<file path="config.mk">
export PLATFORM = sky130hd
export DESIGN_NAME = double_ended_queue
export DESIGN_NICKNAME = d
export VERILOG_FILES = /design/src/rtl/dq_pkg.sv /design/src/rtl/double_ended_queue.sv /design/src/rtl/dq_ram.sv /design/src/rtl/dq_front.sv /design/src/rtl/dq_back.sv
export SDC_FILE = /design/constraint.sdc
export NUM_CORES = 1
export LEC_CHECK = 0
export BUFFER_PORTS_ARGS = -buffer_cell sky130_fd_sc_hd__buf_2
export CORE_MARGIN = 5
export CORE_UTILIZATION = 51
export DETAILED_ROUTE_END_ITERATION = 8
export PLACE_DENSITY = 0.64
export SYNTH_ARGS = -nofsm -noshare
export SYNTH_HDL_FRONTEND = slang
export SYNTH_SLANG_ARGS = --single-unit
</file>
<file path="constraint.sdc">
create_clock -name clk -period 12.86 [get_ports clk]
set_input_delay 1.929 -clock clk [delete_from_list [all_inputs] [get_ports clk]]
set_output_delay 1.929 -clock clk [all_outputs]
set_load 0.03 [all_outputs]
</file>
<file path="src/rtl/dq_pkg.sv">
// Package with the types, codes and defaults of the double-ended queue.
package dq_pkg;

  localparam int DQ_DEPTH = 16;
  localparam int DQ_VALUE_W = 32;
  localparam int DQ_QUEUE_DEPTH = 2;

  localparam logic [2:0] REQ_PUSH_FRONT = 3'd0;
  localparam logic [2:0] REQ_PUSH_REAR = 3'd1;
  localparam logic [2:0] REQ_DROP_FRONT = 3'd2;
  localparam logic [2:0] REQ_DROP_REAR = 3'd3;
  localparam logic [2:0] REQ_DUMP = 3'd4;

  localparam logic [1:0] STATUS_OK = 2'd0;
  localparam logic [1:0] STATUS_EMPTY = 2'd1;
  localparam logic [1:0] STATUS_FULL = 2'd2;

  typedef enum logic [2:0] {
    OP_PUSH_FRONT,
    OP_PUSH_REAR,
    OP_DROP_FRONT,
    OP_DROP_REAR,
    OP_DUMP,
    OP_NONE
  } op_t;

  typedef struct packed {
    op_t op;
    logic signed [DQ_VALUE_W-1:0] value;
  } cmd_t;

  typedef enum logic {
    S_IDLE,
    S_DUMP
  } state_t;

endpackage

</file>
<file path="src/rtl/double_ended_queue.sv">
// Top level of the bounded double-ended queue of signed 32-bit values.
// Requests enter through a two-entry command queue and are executed against a
// ring store of DEPTH entries. A push or a drop yields one result beat from the
// executor, so such requests flow at one per cycle while results are not stalled.
// A dump of n elements yields n result beats on consecutive cycles, unless the
// result output stalls, after a first read of the store through its registered
// read port; the executor holds further requests until the dump's last beat.
// An empty dump, a push on a full queue and a drop on an empty queue each give
// a single beat with the matching status and leave the contents unchanged.
module double_ended_queue #(
  parameter int DEPTH = dq_pkg::DQ_DEPTH
) (
  input  logic                                 clk,
  input  logic                                 rst,
  input  logic                                 req_valid,
  output logic                                 req_ready,
  input  logic [2:0]                           req_type,
  input  logic signed [dq_pkg::DQ_VALUE_W-1:0] item_value,
  output logic                                 res_valid,
  input  logic                                 res_ready,
  output logic signed [dq_pkg::DQ_VALUE_W-1:0] out_value,
  output logic [1:0]                           status,
  output logic                                 last,
  output logic [$clog2(DEPTH+1)-1:0]           fill_count
);

  import dq_pkg::*;

  logic cmd_valid;
  logic cmd_ready;
  cmd_t cmd;

  dq_front u_front (
    .clk(clk),
    .rst(rst),
    .req_valid(req_valid),
    .req_ready(req_ready),
    .req_type(req_type),
    .item_value(item_value),
    .cmd_valid(cmd_valid),
    .cmd_ready(cmd_ready),
    .cmd(cmd)
  );

  dq_back #(
    .DEPTH(DEPTH)
  ) u_back (
    .clk(clk),
    .rst(rst),
    .cmd_valid(cmd_valid),
    .cmd_ready(cmd_ready),
    .cmd(cmd),
    .res_valid(res_valid),
    .res_ready(res_ready),
    .out_value(out_value),
    .status(status),
    .last(last),
    .fill_count(fill_count)
  );

endmodule

</file>
<file path="src/rtl/dq_ram.sv">
// Generic single-write, single-read RAM with registered read data.
module dq_ram #(
  parameter int WIDTH = 32,
  parameter int DEPTH = 16
) (
  input  logic                     clk,
  input  logic                     wr_en,
  input  logic [$clog2(DEPTH)-1:0] wr_addr,
  input  logic [WIDTH-1:0]         wr_data,
  input  logic                     rd_en,
  input  logic [$clog2(DEPTH)-1:0] rd_addr,
  output logic [WIDTH-1:0]         rd_data
);

  logic [WIDTH-1:0] mem [DEPTH];

  always_ff @(posedge clk) begin
    if (wr_en) begin
      mem[wr_addr] <= wr_data;
    end
    if (rd_en) begin
      rd_data <= mem[rd_addr];
    end
  end

endmodule

</file>
<file path="src/rtl/dq_front.sv">
// Request intake: decodes each request and holds it in a short command queue.
module dq_front (
  input  logic                          clk,
  input  logic                          rst,
  input  logic                          req_valid,
  output logic                          req_ready,
  input  logic [2:0]                    req_type,
  input  logic signed [dq_pkg::DQ_VALUE_W-1:0] item_value,
  output logic                          cmd_valid,
  input  logic                          cmd_ready,
  output dq_pkg::cmd_t                  cmd
);

  import dq_pkg::*;

  localparam int PTR_W = $clog2(DQ_QUEUE_DEPTH);
  localparam int USED_W = $clog2(DQ_QUEUE_DEPTH + 1);
  localparam logic [USED_W-1:0] QUEUE_FULL = USED_W'(DQ_QUEUE_DEPTH);
  localparam logic [PTR_W-1:0] LAST_PTR = PTR_W'(DQ_QUEUE_DEPTH - 1);

  cmd_t queue_mem [DQ_QUEUE_DEPTH];
  logic [PTR_W-1:0] wr_ptr;
  logic [PTR_W-1:0] rd_ptr;
  logic [USED_W-1:0] used;
  cmd_t decoded;
  logic push;
  logic pop;

  always_comb begin
    decoded.value = item_value;
    unique case (req_type)
      REQ_PUSH_FRONT: decoded.op = OP_PUSH_FRONT;
      REQ_PUSH_REAR: decoded.op = OP_PUSH_REAR;
      REQ_DROP_FRONT: decoded.op = OP_DROP_FRONT;
      REQ_DROP_REAR: decoded.op = OP_DROP_REAR;
      REQ_DUMP: decoded.op = OP_DUMP;
      default: decoded.op = OP_NONE;
    endcase
  end

  assign req_ready = (used != QUEUE_FULL);
  assign cmd_valid = (used != '0);
  assign cmd = queue_mem[rd_ptr];
  assign push = req_valid && req_ready;
  assign pop = cmd_valid && cmd_ready;

  always_ff @(posedge clk) begin
    if (push) begin
      queue_mem[wr_ptr] <= decoded;
    end
  end

  always_ff @(posedge clk) begin
    if (rst) begin
      wr_ptr <= '0;
      rd_ptr <= '0;
      used <= '0;
    end else begin
      if (push) begin
        wr_ptr <= (wr_ptr == LAST_PTR) ? '0 : wr_ptr + 1'b1;
      end
      if (pop) begin
        rd_ptr <= (rd_ptr == LAST_PTR) ? '0 : rd_ptr + 1'b1;
      end
      if (push && !pop) begin
        used <= used + 1'b1;
      end else if (pop && !push) begin
        used <= used - 1'b1;
      end
    end
  end

endmodule

</file>
<file path="src/rtl/dq_back.sv">
// Command execution: ring store, front index, count and the result register.
module dq_back #(
  parameter int DEPTH = dq_pkg::DQ_DEPTH
) (
  input  logic                                 clk,
  input  logic                                 rst,
  input  logic                                 cmd_valid,
  output logic                                 cmd_ready,
  input  dq_pkg::cmd_t                         cmd,
  output logic                                 res_valid,
  input  logic                                 res_ready,
  output logic signed [dq_pkg::DQ_VALUE_W-1:0] out_value,
  output logic [1:0]                           status,
  output logic                                 last,
  output logic [$clog2(DEPTH+1)-1:0]           fill_count
);

  import dq_pkg::*;

  localparam int IDX_W = $clog2(DEPTH);
  localparam int CNT_W = $clog2(DEPTH + 1);
  localparam int SUM_W = CNT_W + 1;
  localparam logic [CNT_W-1:0] FULL_COUNT = CNT_W'(DEPTH);
  localparam logic [IDX_W-1:0] LAST_SLOT = IDX_W'(DEPTH - 1);
  localparam logic [SUM_W-1:0] SUM_WRAP = SUM_W'(DEPTH);

  state_t state;
  state_t state_next;
  logic [IDX_W-1:0] front_index;
  logic [IDX_W-1:0] front_index_next;
  logic [CNT_W-1:0] element_count;
  logic [CNT_W-1:0] element_count_next;
  logic [IDX_W-1:0] dump_slot;
  logic [IDX_W-1:0] dump_slot_next;
  logic [CNT_W-1:0] dump_left;
  logic [CNT_W-1:0] dump_left_next;

  logic [IDX_W-1:0] front_dec;
  logic [IDX_W-1:0] front_inc;
  logic [IDX_W-1:0] slot_inc;
  logic [SUM_W-1:0] rear_sum;
  logic [IDX_W-1:0] rear_slot;
  logic out_free;
  logic load;
  logic signed [DQ_VALUE_W-1:0] out_value_next;
  logic [1:0] status_next;
  logic last_next;

  logic wr_en;
  logic [IDX_W-1:0] wr_addr;
  logic rd_en;
  logic [IDX_W-1:0] rd_addr;
  logic [DQ_VALUE_W-1:0] rd_data;

  dq_ram #(
    .WIDTH(DQ_VALUE_W),
    .DEPTH(DEPTH)
  ) u_store (
    .clk(clk),
    .wr_en(wr_en),
    .wr_addr(wr_addr),
    .wr_data(cmd.value),
    .rd_en(rd_en),
    .rd_addr(rd_addr),
    .rd_data(rd_data)
  );

  assign front_dec = (front_index == '0) ? LAST_SLOT : front_index - 1'b1;
  assign front_inc = (front_index == LAST_SLOT) ? '0 : front_index + 1'b1;
  assign slot_inc = (dump_slot == LAST_SLOT) ? '0 : dump_slot + 1'b1;
  assign rear_sum = SUM_W'(front_index) + SUM_W'(element_count);
  assign rear_slot = (rear_sum >= SUM_WRAP) ? IDX_W'(rear_sum - SUM_WRAP) : IDX_W'(rear_sum);
  assign out_free = !res_valid || res_ready;

  always_comb begin
    state_next = state;
    front_index_next = front_index;
    element_count_next = element_count;
    dump_slot_next = dump_slot;
    dump_left_next = dump_left;
    cmd_ready = 1'b0;
    wr_en = 1'b0;
    wr_addr = rear_slot;
    rd_en = 1'b0;
    rd_addr = front_index;
    load = 1'b0;
    out_value_next = '0;
    status_next = STATUS_OK;
    last_next = 1'b1;
    unique case (state)
      S_IDLE: begin
        if (cmd_valid && out_free) begin
          cmd_ready = 1'b1;
          load = 1'b1;
          unique case (cmd.op)
            OP_PUSH_FRONT: begin
              if (element_count == FULL_COUNT) begin
                status_next = STATUS_FULL;
              end else begin
                wr_en = 1'b1;
                wr_addr = front_dec;
                front_index_next = front_dec;
                element_count_next = element_count + 1'b1;
              end
            end
            OP_PUSH_REAR: begin
              if (element_count == FULL_COUNT) begin
                status_next = STATUS_FULL;
              end else begin
                wr_en = 1'b1;
                element_count_next = element_count + 1'b1;
              end
            end
            OP_DROP_FRONT: begin
              if (element_count == '0) begin
                status_next = STATUS_EMPTY;
              end else begin
                front_index_next = front_inc;
                element_count_next = element_count - 1'b1;
              end
            end
            OP_DROP_REAR: begin
              if (element_count == '0) begin
                status_next = STATUS_EMPTY;
              end else begin
                element_count_next = element_count - 1'b1;
              end
            end
            OP_DUMP: begin
              if (element_count == '0) begin
                status_next = STATUS_EMPTY;
              end else begin
                load = 1'b0;
                rd_en = 1'b1;
                dump_slot_next = front_index;
                dump_left_next = element_count;
                state_next = S_DUMP;
              end
            end
            default: begin
            end
          endcase
        end
      end
      S_DUMP: begin
        if (out_free) begin
          load = 1'b1;
          out_value_next = rd_data;
          last_next = (dump_left == CNT_W'(1));
          rd_en = !last_next;
          rd_addr = slot_inc;
          dump_slot_next = slot_inc;
          dump_left_next = dump_left - 1'b1;
          if (last_next) begin
            state_next = S_IDLE;
          end
        end
      end
      default: begin
        state_next = S_IDLE;
      end
    endcase
  end

  always_ff @(posedge clk) begin
    if (rst) begin
      state <= S_IDLE;
      front_index <= '0;
      element_count <= '0;
      res_valid <= 1'b0;
    end else begin
      state <= state_next;
      front_index <= front_index_next;
      element_count <= element_count_next;
      if (load) begin
        res_valid <= 1'b1;
      end else if (res_ready) begin
        res_valid <= 1'b0;
      end
    end
  end

  always_ff @(posedge clk) begin
    dump_slot <= dump_slot_next;
    dump_left <= dump_left_next;
    if (load) begin
      out_value <= out_value_next;
      status <= status_next;
      last <= last_next;
      fill_count <= element_count_next;
    end
  end

endmodule

</file>
After elaboration in Yosys (flattened, before gate mapping)
Memory sizes are Yosys's and may differ from the RTL's. A register that Yosys moved wholly into a read port is not among the register bits. Cells that the tools add are included.

Register bits after elaboration: 64. Output and inout port bits: 42. Bits of input ports: 39. Bits in writable memories: 582. Latch bits: 0. Word-level logic and storage cells: 137. Memories: 2. Memory bits (read-only): 0.

Memories: u_back.u_store.mem (depth 16, bits a word 32, read ports 1, clocked after Yosys merged registers in 1, wr ports 1, line dq_ram.sv:15) `logic [WIDTH-1:0] mem [DEPTH];`; u_front.queue_mem (depth 2, bits a word 35, read ports 1, clocked after Yosys merged registers in 1, wr ports 1, line dq_front.sv:21) `cmd_t queue_mem [DQ_QUEUE_DEPTH];`.

Magnitude comparators: 1. Shift-type cells: 0. Multiplexer cells: 63. Multiply operators: 0. Eq/ne operators: 19. Div/mod/pow operators: 0. Bitwise logic cells: 2. Add/subtract/negate cells: 12. Reduce and logical (&&, ||, !) cells: 25.

Operators with widths (number): $mux W4 (16); $mux W5 (8); $mux W1 (27); $pmux W5 S2 (2); $pmux W4 S2 (2); $pmux W3 S5 (1); $eq A3 B2 Y1 const B (4); $ne A2 B2 Y1 const B (6); $sub A5 B1 Y5 const B (2); $add A4 B1 Y4 const B (2); $eq A4 B4 Y1 const B (2); $reduce_bool A2 Y1 (4); $sub A4 B1 Y4 const B (2); $add A4 B5 Y6 (1); $eq A3 B1 Y1 const B (2); $eq A3 B3 Y1 const B (2); $ge A6 B5 Y1 const B (1); $logic_not A3 Y1 (2); $mux W2 (3); $pmux W1 S2 (3); $reduce_or A2 Y1 (3); $add A5 B1 Y5 const B (1); $eq A5 B1 Y1 const B (1); $eq A5 B5 Y1 const B (1); other kinds (15) (24).

Logic depth before layout (Yosys ltp)
Gate-level depths: netlist of run 1.

Word-level depth: 9. Depth in mapped cells: 11. Gate-level depth less buffers: 9.

Modules after synthesis
A second synthesis of run 1 with hierarchy kept.

Cells, all modules: 1254. Area total of the unflattened synthesis: 25966.2 µm².

By module, submodules not included: dq_ram (area each 20155.6 µm², cells an instance 838, sequential area each 16335.7 µm², times used 1); dq_back (area each 3054.2 µm², cells an instance 280, sequential area each 1691.6 µm², times used 1); dq_front (area each 2756.4 µm², cells an instance 136, sequential area each 2202.1 µm², times used 1).

Worst setup path after synthesis of run 1
OpenSTA, ideal clock, no wires.

Kind: input to register. Start: input res_ready. End: register u_back.fill_count[0], enable pin. Stages on the path: 5. Arrival time: 5.340 ns. Setup time: 0.493 ns. Path buffers: 1. Data required time: 12.367 ns. Path slack: 7.027 ns. Path through: nor2b_1 buf_4 nor2_1 nand2_1 o21ai_0.

Cells in the longest elaborated chain, start to end: 4. Elaborated cells on any way between the ends: 5. Classes of those cells: 3 x mux; 2 x reduce/logical.

RTL lines: start: declaration (line double_ended_queue.sv:20) `input logic res_ready,`; $logic_or A1 B1 Y1 (*) (line dq_back.sv:73) `assign out_free = !res_valid || res_ready;`; $logic_and A1 B1 Y1 (line dq_back.sv:92) `if (cmd_valid && out_free) begin`; $mux W1 (line dq_back.sv:92); $pmux W1 S2 (*) (line dq_back.sv:90) `unique case (state)`; net u_back.load (line dq_back.sv:44) `logic load;`; end signal: assignment (line dq_back.sv:190) `fill_count <= element_count_next;`; end: declaration (line dq_back.sv:15) `output logic [$clog2(DEPTH+1)-1:0] fill_count`.

Mark *: on every way through the listed nets, which the timed path passes. The rest lies on a longest branch. A chain may end at the register's enable or synchronous reset.

Final worst setup path of run 1
Start: input res_ready. End: register u_back.u_store.rd_data[29], read port of u_back.u_store.mem, data pin.

Cells in the longest elaborated chain, start to end: 4. Elaborated cells on any way between the ends: 7. Classes of those cells: 5 x mux; 2 x reduce/logical.

RTL lines: $logic_or A1 B1 Y1 (*) (line dq_back.sv:73); $logic_and A1 B1 Y1 (line dq_back.sv:92); $mux W1 (line dq_back.sv:92); $pmux W1 S2 (line dq_back.sv:90); end: declaration (line dq_ram.sv:12) `output logic [WIDTH-1:0] rd_data`.

Every way passes the cells marked *; elsewhere a longest branch is shown, timed or not.

==> metrics, run 1 <==
filler cell count 3988; count of flip-flops with a built-in enable after synthesis 663; Worst EP arrival 5.69 ns; cts bufs inserted 70; layout net count 1845; sink count of the clock tree 679; Post-Route Setup TNS 0 ns; full die area 57560 um^2; transition time at the pin with the least slew margin 1.157 ns; Post-CTS Hold Buffers 0; chain of cells forming the critical path buf_2, nand2b_2, a21oi_2, nor2_4, buf_4, buf_4, mux2i_1, o221ai_1, a311o_1; proportion of synthesized chip area in sequential cells 75.04%; cell count after synthesis 1703; worst-case headroom to the max-slew limit 22.87%; maximum clock path buffer count 3; total track usage 23.34%; Final Routed Wirelength 67780 um; status complete, no violations; dominant cells by area after synthesis edfxtp_1, mux2i_1, and3_1; synthesis-stage register bit count 679; initial drt markers 1897; Yosys warnings 0; first-pass GRT wire length 99980 um; Remaining Overflow, GRT 0; Cell variety after synth 72; number of H-tree levels 3; First-pass DRT Iterations 5; layout cells sized above 1 16.54%; vias in the first global route 15557; CTS tree yes; detailed placement HPWL 35650 um; utilization of the core after routing 58.26%; CTS clk-pin slew, worst paths 0.06 ns; Finished Cell Area 30550 um^2; total core area 52450 um^2; Mean Syn Cell Area 15.83 um^2; dominant cell type by count on the critical path buf_4; Post-CTS Setup Repair Bufs 0; insertion delay of the later-clocked pin in the worst-skew pair 0.60 ns; portion of synthesized cell area occupied by the leading cell type 73.85%; DRC violation count after routing 0; number of antenna violations at the first check in global routing 1; post-synthesis instance area 26960 um^2; number of standard-cell rows in the floorplan 84; power per cell area 199.5 nW/um^2; last weighted congestion value of the routability-driven placer 0.8079; Final Setup Violations 0; maximum fanout count along the critical path 67; root buffer cell clkbuf_16; critical path data required time 13.20 ns; Area growth syn-to-layout 13.33%; vias after detailed routing 15811; cell area reported after detailed placement 28300 um^2; Leak Pwr 10.80 nW; die width 239.9 um; dominant register cell in the synthesized netlist edfxtp_1; hold violation total from the final report 0; final period utilization 41.60%; kind of start point of the critical path primary input; maximum resistive drop on vdd 0.1310 mV; cell type with the highest aggregate area in the netlist edfxtp_1; diode count 0; min Tclk post-route 5.350 ns; top-level I/O count 81; maximum single-stage delay on the critical path 0.85 ns; Synthesized Nets 1754; Crit-path slowest cell nand2b_2; count of maximum capacitance violations 0; chip height 239.9 um; remaining antenna violation count after routing 0; crit path capture type flop; Layout Skew 0.02079 ns; unrepaired setup endpoints after global routing false; maximum achievable frequency 186.9 MHz; worst setup path class primary input to flop; Port Buffer Count 80; pin count of the biggest net entering global routing 68; WL/cell 26.77 um; post-cts sizing count 0; starting density of the core 51.41%; final number of max-transition violations 0; proportion of synthesized flip-flops having asynchronous set or reset 0%; path type of the worst min-delay path flop to flop; post-DR vias/cell 6.244
area by class of cell:
| class | instances | area (um^2) | share of cell area (%) |
|---|---|---|---|
| inverter | 13 | 48.80 | 0.1597 |
| sequential | 679 | 20230 | 66.22 |
| clock buffer | 92 | 1919 | 6.282 |
| clock inverter | 30 | 337.8 | 1.106 |
| tap | 688 | 860.8 | 2.817 |
| multi-input combinational | 906 | 6424 | 21.02 |
| timing repair buffer | 124 | 730.7 | 2.392 |
cell families after synthesis:
| logic type | share of synthesized area (%) |
|---|---|
| XOR/XNOR | 0.5523 |
| multiplexers | 5.871 |
| AO/OA/AOI/OAI | 8.707 |
| buffers and inverters | 1.889 |
| adder cells (fa/ha/maj) | 0.5848 |
| flip-flops | 75.04 |
| AND/OR/NAND/NOR | 7.361 |
flip-flops by register name, indices dropped and copies added (netlist names), named ones only:
signal,flops
u_front.rd_ptr,1
u_back.dump_left,5
u_back.out_value,32
u_front.used,2
u_back.fill_count,5
u_back.front_index,4
u_back.dump_slot,4
u_back.u_store.mem,512
u_back.element_count,5
u_front.wr_ptr,1
u_back.state,1
u_back.u_store.rd_data,32
u_back.res_valid,1
u_front.queue_mem,70
u_back.status,2
u_back.last,1
where the power goes:
group | switching [mW] | internal, mW
registers | 0.0517 | 2.81
clock network | 0.817 | 1.19
logic | 0.882 | 0.346
synthesized netlist by cell type, drive strengths merged, types with 3 or more instances:
| cell | instances |
|---|---|
| o21ai | 63 |
| nor2 | 49 |
| a21oi | 57 |
| mux2 | 38 |
| a222oi | 6 |
| nor3 | 8 |
| and3 | 85 |
| nand2b | 6 |
| dfxtp | 16 |
| o211ai | 4 |
| xnor2 | 10 |
| o22ai | 19 |
| buf | 43 |
| nand2 | 138 |
| a21o | 19 |
| a21boi | 6 |
| mux2i | 115 |
| clkbuf | 62 |
| inv | 13 |
| a211oi | 54 |
| and2 | 4 |
| a2111oi | 15 |
| edfxtp | 663 |
| a311o | 14 |
| or4 | 15 |
| nand3b | 3 |
| a31oi | 21 |
| a32oi | 15 |
| o32a | 4 |
| nor4bb | 8 |
| nor2b | 9 |
| a211o | 6 |
| ha | 11 |
| nand3 | 49 |
| xor2 | 7 |
| o221ai | 18 |
cells in the final DEF (no fill, tap or decap), types with 15 or more instances in the layout:
| cell type | count |
|---|---|
| edfxtp_1 | 663 |
| mux2_2 | 37 |
| a32oi_1 | 15 |
| o21ai_0 | 56 |
| buf_4 | 44 |
| clkbuf_1 | 18 |
| nor2_1 | 29 |
| a211oi_1 | 53 |
| a21oi_1 | 55 |
| nand2_1 | 134 |
| a21o_1 | 19 |
| a2111oi_0 | 15 |
| o221ai_1 | 18 |
| o22ai_1 | 19 |
| nor2_4 | 19 |
| buf_2 | 80 |
| clkbuf_16 | 74 |
| nand3_1 | 48 |
| a31oi_1 | 20 |
| and3_1 | 84 |
| mux2i_1 | 115 |
routing by layer:
layer,vias up,global-route usage [%],wire length [um]
met5,-,0,0
met4,0,7.823,2137
met3,122,4.932,5552
met2,704,36.86,31800
met1,8060,32.89,28290
li1,6925,-,-
worst max-delay path: cells and delay by family:
kind,cells,cell delay (ns)
AOI/OAI and AO/OA,3,0.72
buffers and inverters,3,1.69
muxes,1,0.26
and+or+nand+nor,2,0.98
path summary, 6_finish.rpt:
check	endpoint	cells after the start	start	slack [ns]
min reg2reg	u_front.used[1]$_SDFFE_PP0P_	2	u_front.used[1]$_SDFFE_PP0P_	0.50
max	u_back.u_store.rd_data[29]$_DFFE_PP_	9	res_ready	7.51
max reg2reg	u_back.u_store.rd_data[29]$_DFFE_PP_	10	u_back.dump_slot[0]$_DFFE_PP_	8.65
min	u_front.used[1]$_SDFFE_PP0P_	2	u_front.used[1]$_SDFFE_PP0P_	0.50
stage by stage:
step	hold WS (ns)	power, mW	std cells	setup WS, ns
global placement	0.4804	4.092	2410	7.083
floorplan	0.4608	3.696	1703	7.027
detailed placement	0.4968	4.129	2410	6.920
finish	0.5008	6.094	2532	7.510
global route	0.5355	6.327	2532	7.310
CTS	0.5048	6.137	2532	7.549
No activity file was read; power rests on OpenSTA's default activity.
==> run 2, diff against run 1 <==
--- a/config.mk
+++ b/config.mk
@@ -5,11 +5,12 @@
 export SDC_FILE = /design/constraint.sdc
 export NUM_CORES = 1
 export LEC_CHECK = 0
+export ABC_AREA = 1
 export BUFFER_PORTS_ARGS = -buffer_cell sky130_fd_sc_hd__buf_2
 export CORE_MARGIN = 5
 export CORE_UTILIZATION = 51
 export DETAILED_ROUTE_END_ITERATION = 8
-export PLACE_DENSITY = 0.64
+export PLACE_DENSITY = 0.67
 export SYNTH_ARGS = -nofsm -noshare
 export SYNTH_HDL_FRONTEND = slang
 export SYNTH_SLANG_ARGS = --single-unit
==> constraint.sdc (replaced) <==
create_clock -name clk -period 4.4 [get_ports clk]
set_input_delay 0.66 -clock clk [delete_from_list [all_inputs] [get_ports clk]]
set_output_delay 0.66 -clock clk [all_outputs]
set_load 0.03 [all_outputs]
==> run 2 against run 1 <==
Effect of this change:
- sequential cell count stayed put
- wire length is 5.6% higher
- synthesized cell count is 51% higher
- combinational power grew to 4.1 times the previous value
- total power grew to 3.2 times the previous value
- area after synthesis is 7.2% higher
- clock-buffer cell count is 4 higher
- via count is 20% higher
- critical path depth is 3 higher
- critical path type is now flop to flop
==> metrics, run 2 <==
status complete, no violations; cell count after synthesis 2576; number of antenna violations at the first check in global routing 1; dominant cell type by count on the critical path nand2_1; total power consumption of the routed design 19.23 mW; Post-CTS Hold Buffers 0; Yosys warnings 0; reg-to-reg endpoint u_back.u_store.mem[5][24]$_DFFE_PP_; kind of cell adding the most delay to the critical path simple AND/OR/NAND/NOR gates; post-cts sizing count 0; P_int 12.90 mW; cell area reported after detailed placement 30320 um^2; min Tclk post-route 3.579 ns; count leader, synth edfxtp_1; number of H-tree levels 3; net switching power figure 6.327 mW; dominant register cell in the synthesized netlist edfxtp_1; count of maximum capacitance violations 0; Final Routed Wirelength 71560 um; dominant cells by area after synthesis edfxtp_1, nand3_1, nand2_1; Post-CTS Setup Repair Bufs 0; Worst EP arrival 3.87 ns; WL/cell 20.78 um; top cells by instance count after synthesis edfxtp_1, nand2_1, nand3_1; relative contribution of sequential cells to total power 44.4%; number of buffer and inverter instances along the worst setup path 3; share of total power consumed by net switching 32.91%; hold violation total from the final report 0; first-pass GRT wire length 108400 um; post-DR vias/cell 5.525; final period utilization 81.34%; R2R depth 12; die width 248.1 um; DRC violation count after routing 0; final number of max-transition violations 0; number of standard-cell rows in the floorplan 87; synthesis-stage register bit count 679; most common library cell in the layout ignoring fill and taps edfxtp_1; proportion of synthesized flip-flops having asynchronous set or reset 0%; maximum resistive drop on vdd 0.2853 mV; maximum clock path buffer count 3; top-level I/O count 81; highest-count cells in the layout ignoring fill and taps edfxtp_1, nand2_1, nand3_1; Final Setup Violations 0; Hold EP u_front.queue_mem[1][28]$_DFFE_PP_; Comb power frac 26.0%; utilization of the core after routing 57.76%; Mean Syn Cell Area 11.22 um^2; Leak Pwr 13.01 nW; detailed placement HPWL 42290 um; proportion of synthesized chip area in sequential cells 69.97%; Post-Route Setup TNS 0 ns; critical path data required time 4.70 ns; cell total after placement 3321; maximum single-stage delay on the critical path 0.65 ns; insertion delay of the later-clocked pin in the worst-skew pair 0.61 ns; root buffer cell clkbuf_16; maximum fanout count along the critical path 23; initial drt markers 2224; Crit-path slowest cell dfxtp_2; Port Buffer Count 80; pin count of the biggest net entering global routing 130; diode count 0; transition time at the pin with the least slew margin 1.071 ns; layout net count 2688; remaining antenna violation count after routing 0; Layout Skew 0.02598 ns; total core area 56280 um^2; total track usage 23.16%; part of the power in the clock network 29.6%; sink count of the clock tree 679; largest register by flop count u_back.u_store.mem; worst-case headroom to the max-slew limit 28.44%; launch instance of the worst min-delay path item_value[28]; path type of the worst min-delay path primary input to flop; vias in the first global route 18632; full die area 61550 um^2; power per cell area 591.4 nW/um^2; Cell variety after synth 32; FF-to-FF setup slack 0.82 ns; starting density of the core 51.37%; vias after detailed routing 19029; last weighted congestion value of the routability-driven placer 0.8642; final non-filler cell total 3444; chain of cells forming the critical path buf_4, nand2_1, o21ai_0, nor2_1, nand2_1, nor2_4, nand3_1, nand2_1, inv_1, nand2_1, nor2_4, buf_4; maximum achievable frequency 279.4 MHz; crit path capture type flop; worst setup path class flop to flop; CTS tree yes; portion of synthesized cell area occupied by the leading cell type 68.86%; First-pass DRT Iterations 8; cts bufs inserted 70; layout cells sized above 1 11.12%; Finished Cell Area 32510 um^2; post-synthesis instance area 28910 um^2; Synthesized Nets 2627; chip height 248.1 um; unrepaired setup endpoints after global routing false; count of flip-flops with a built-in enable after synthesis 663; Remaining Overflow, GRT 0; Area growth syn-to-layout 12.44%; number of flip-flops in the largest register 512; kind of start point of the critical path flop; biggest regs u_back.u_store.mem x512, u_front.queue_mem x70; CTS clk-pin slew, worst paths 0.07 ns; cell type with the highest aggregate area in the netlist edfxtp_1; worst hold stages 1
[run 2: changes by cell type after synthesis, sizes merged, moves of 19 or more]
cell / before / now
nand3: 49 / 597
nand2: 138 / 625
inv: 13 / 331
mux2i: 115 / 0
and3: 85 / 0
buf: 43 / 118
a211oi: 54 / 0
a21oi: 57 / 13
clkbuf: 62 / 28
nor2: 49 / 77
o21ai: 63 / 36
a31oi: 21 / 0
o22ai: 19 / 0
[run 2: kinds of logic after synthesis]
group	share of synthesized area, %
fa+ha+maj	0.5453
compound gates	1.043
mux	1.246
flops	69.97
buf+inv	7.033
simple gates	19.74
xor+xnor	0.4241
[run 2: power by group through the flow]
stage / combinational [mW] / sequential [mW] / clock [mW]
floorplan: 2.88 / 8.96 / 0
global placement: 4.90 / 8.66 / 0
detailed placement: 4.98 / 8.68 / 0
CTS: 5.00 / 8.55 / 5.78
global route: 5.45 / 8.59 / 6.05
finish: 4.99 / 8.54 / 5.69
[run 2: per-stage QoR]
stage	hold WS [ns]	setup WS (ns)
after detailed placement	0.4902	0.7890
final	0.2418	0.8211
after global placement	0.4675	0.9157
after CTS	0.2122	0.7549
after floorplan	0.4514	0.4486
after global routing	0.2233	0.5657
[run 2: worst max-delay path by stage]
| stage | end | slack (ns) | depth (start not counted) |
|---|---|---|---|
| after global placement | u_back.u_store.mem[5][25]$_DFFE_PP_ | 0.92 | 12 |
| after global routing | u_back.u_store.mem[5][24]$_DFFE_PP_ | 0.57 | 12 |
| after CTS | u_back.u_store.mem[5][24]$_DFFE_PP_ | 0.75 | 12 |
| final | u_back.u_store.mem[5][24]$_DFFE_PP_ | 0.82 | 12 |
| after floorplan | u_back.u_store.rd_data[0]$_DFFE_PP_ | 0.45 | 6 |
| after detailed placement | u_back.u_store.mem[5][23]$_DFFE_PP_ | 0.79 | 12 |
[run 2: routing by layer]
metal  global-route usage [%]  vias to the layer above  share of wire (%)
li1                         -                     8849                  -
met1                    31.78                     9229                 41
met2                    37.64                      835                 48
met3                    4.624                      114                8.4
met4                    7.644                        2                2.6
met5                        0                        -              0.011
[run 2: cell type report]
| class | instances | area, um^2 |
|---|---|---|
| timing repair buffer | 135 | 1026 |
| inverter | 331 | 1242 |
| fill | 4538 | 23770 |
| multi-input combinational | 1420 | 6877 |
| sequential | 679 | 20230 |
| tap | 756 | 945.9 |
| clock inverter | 27 | 254.0 |
| clock buffer | 96 | 1933 |
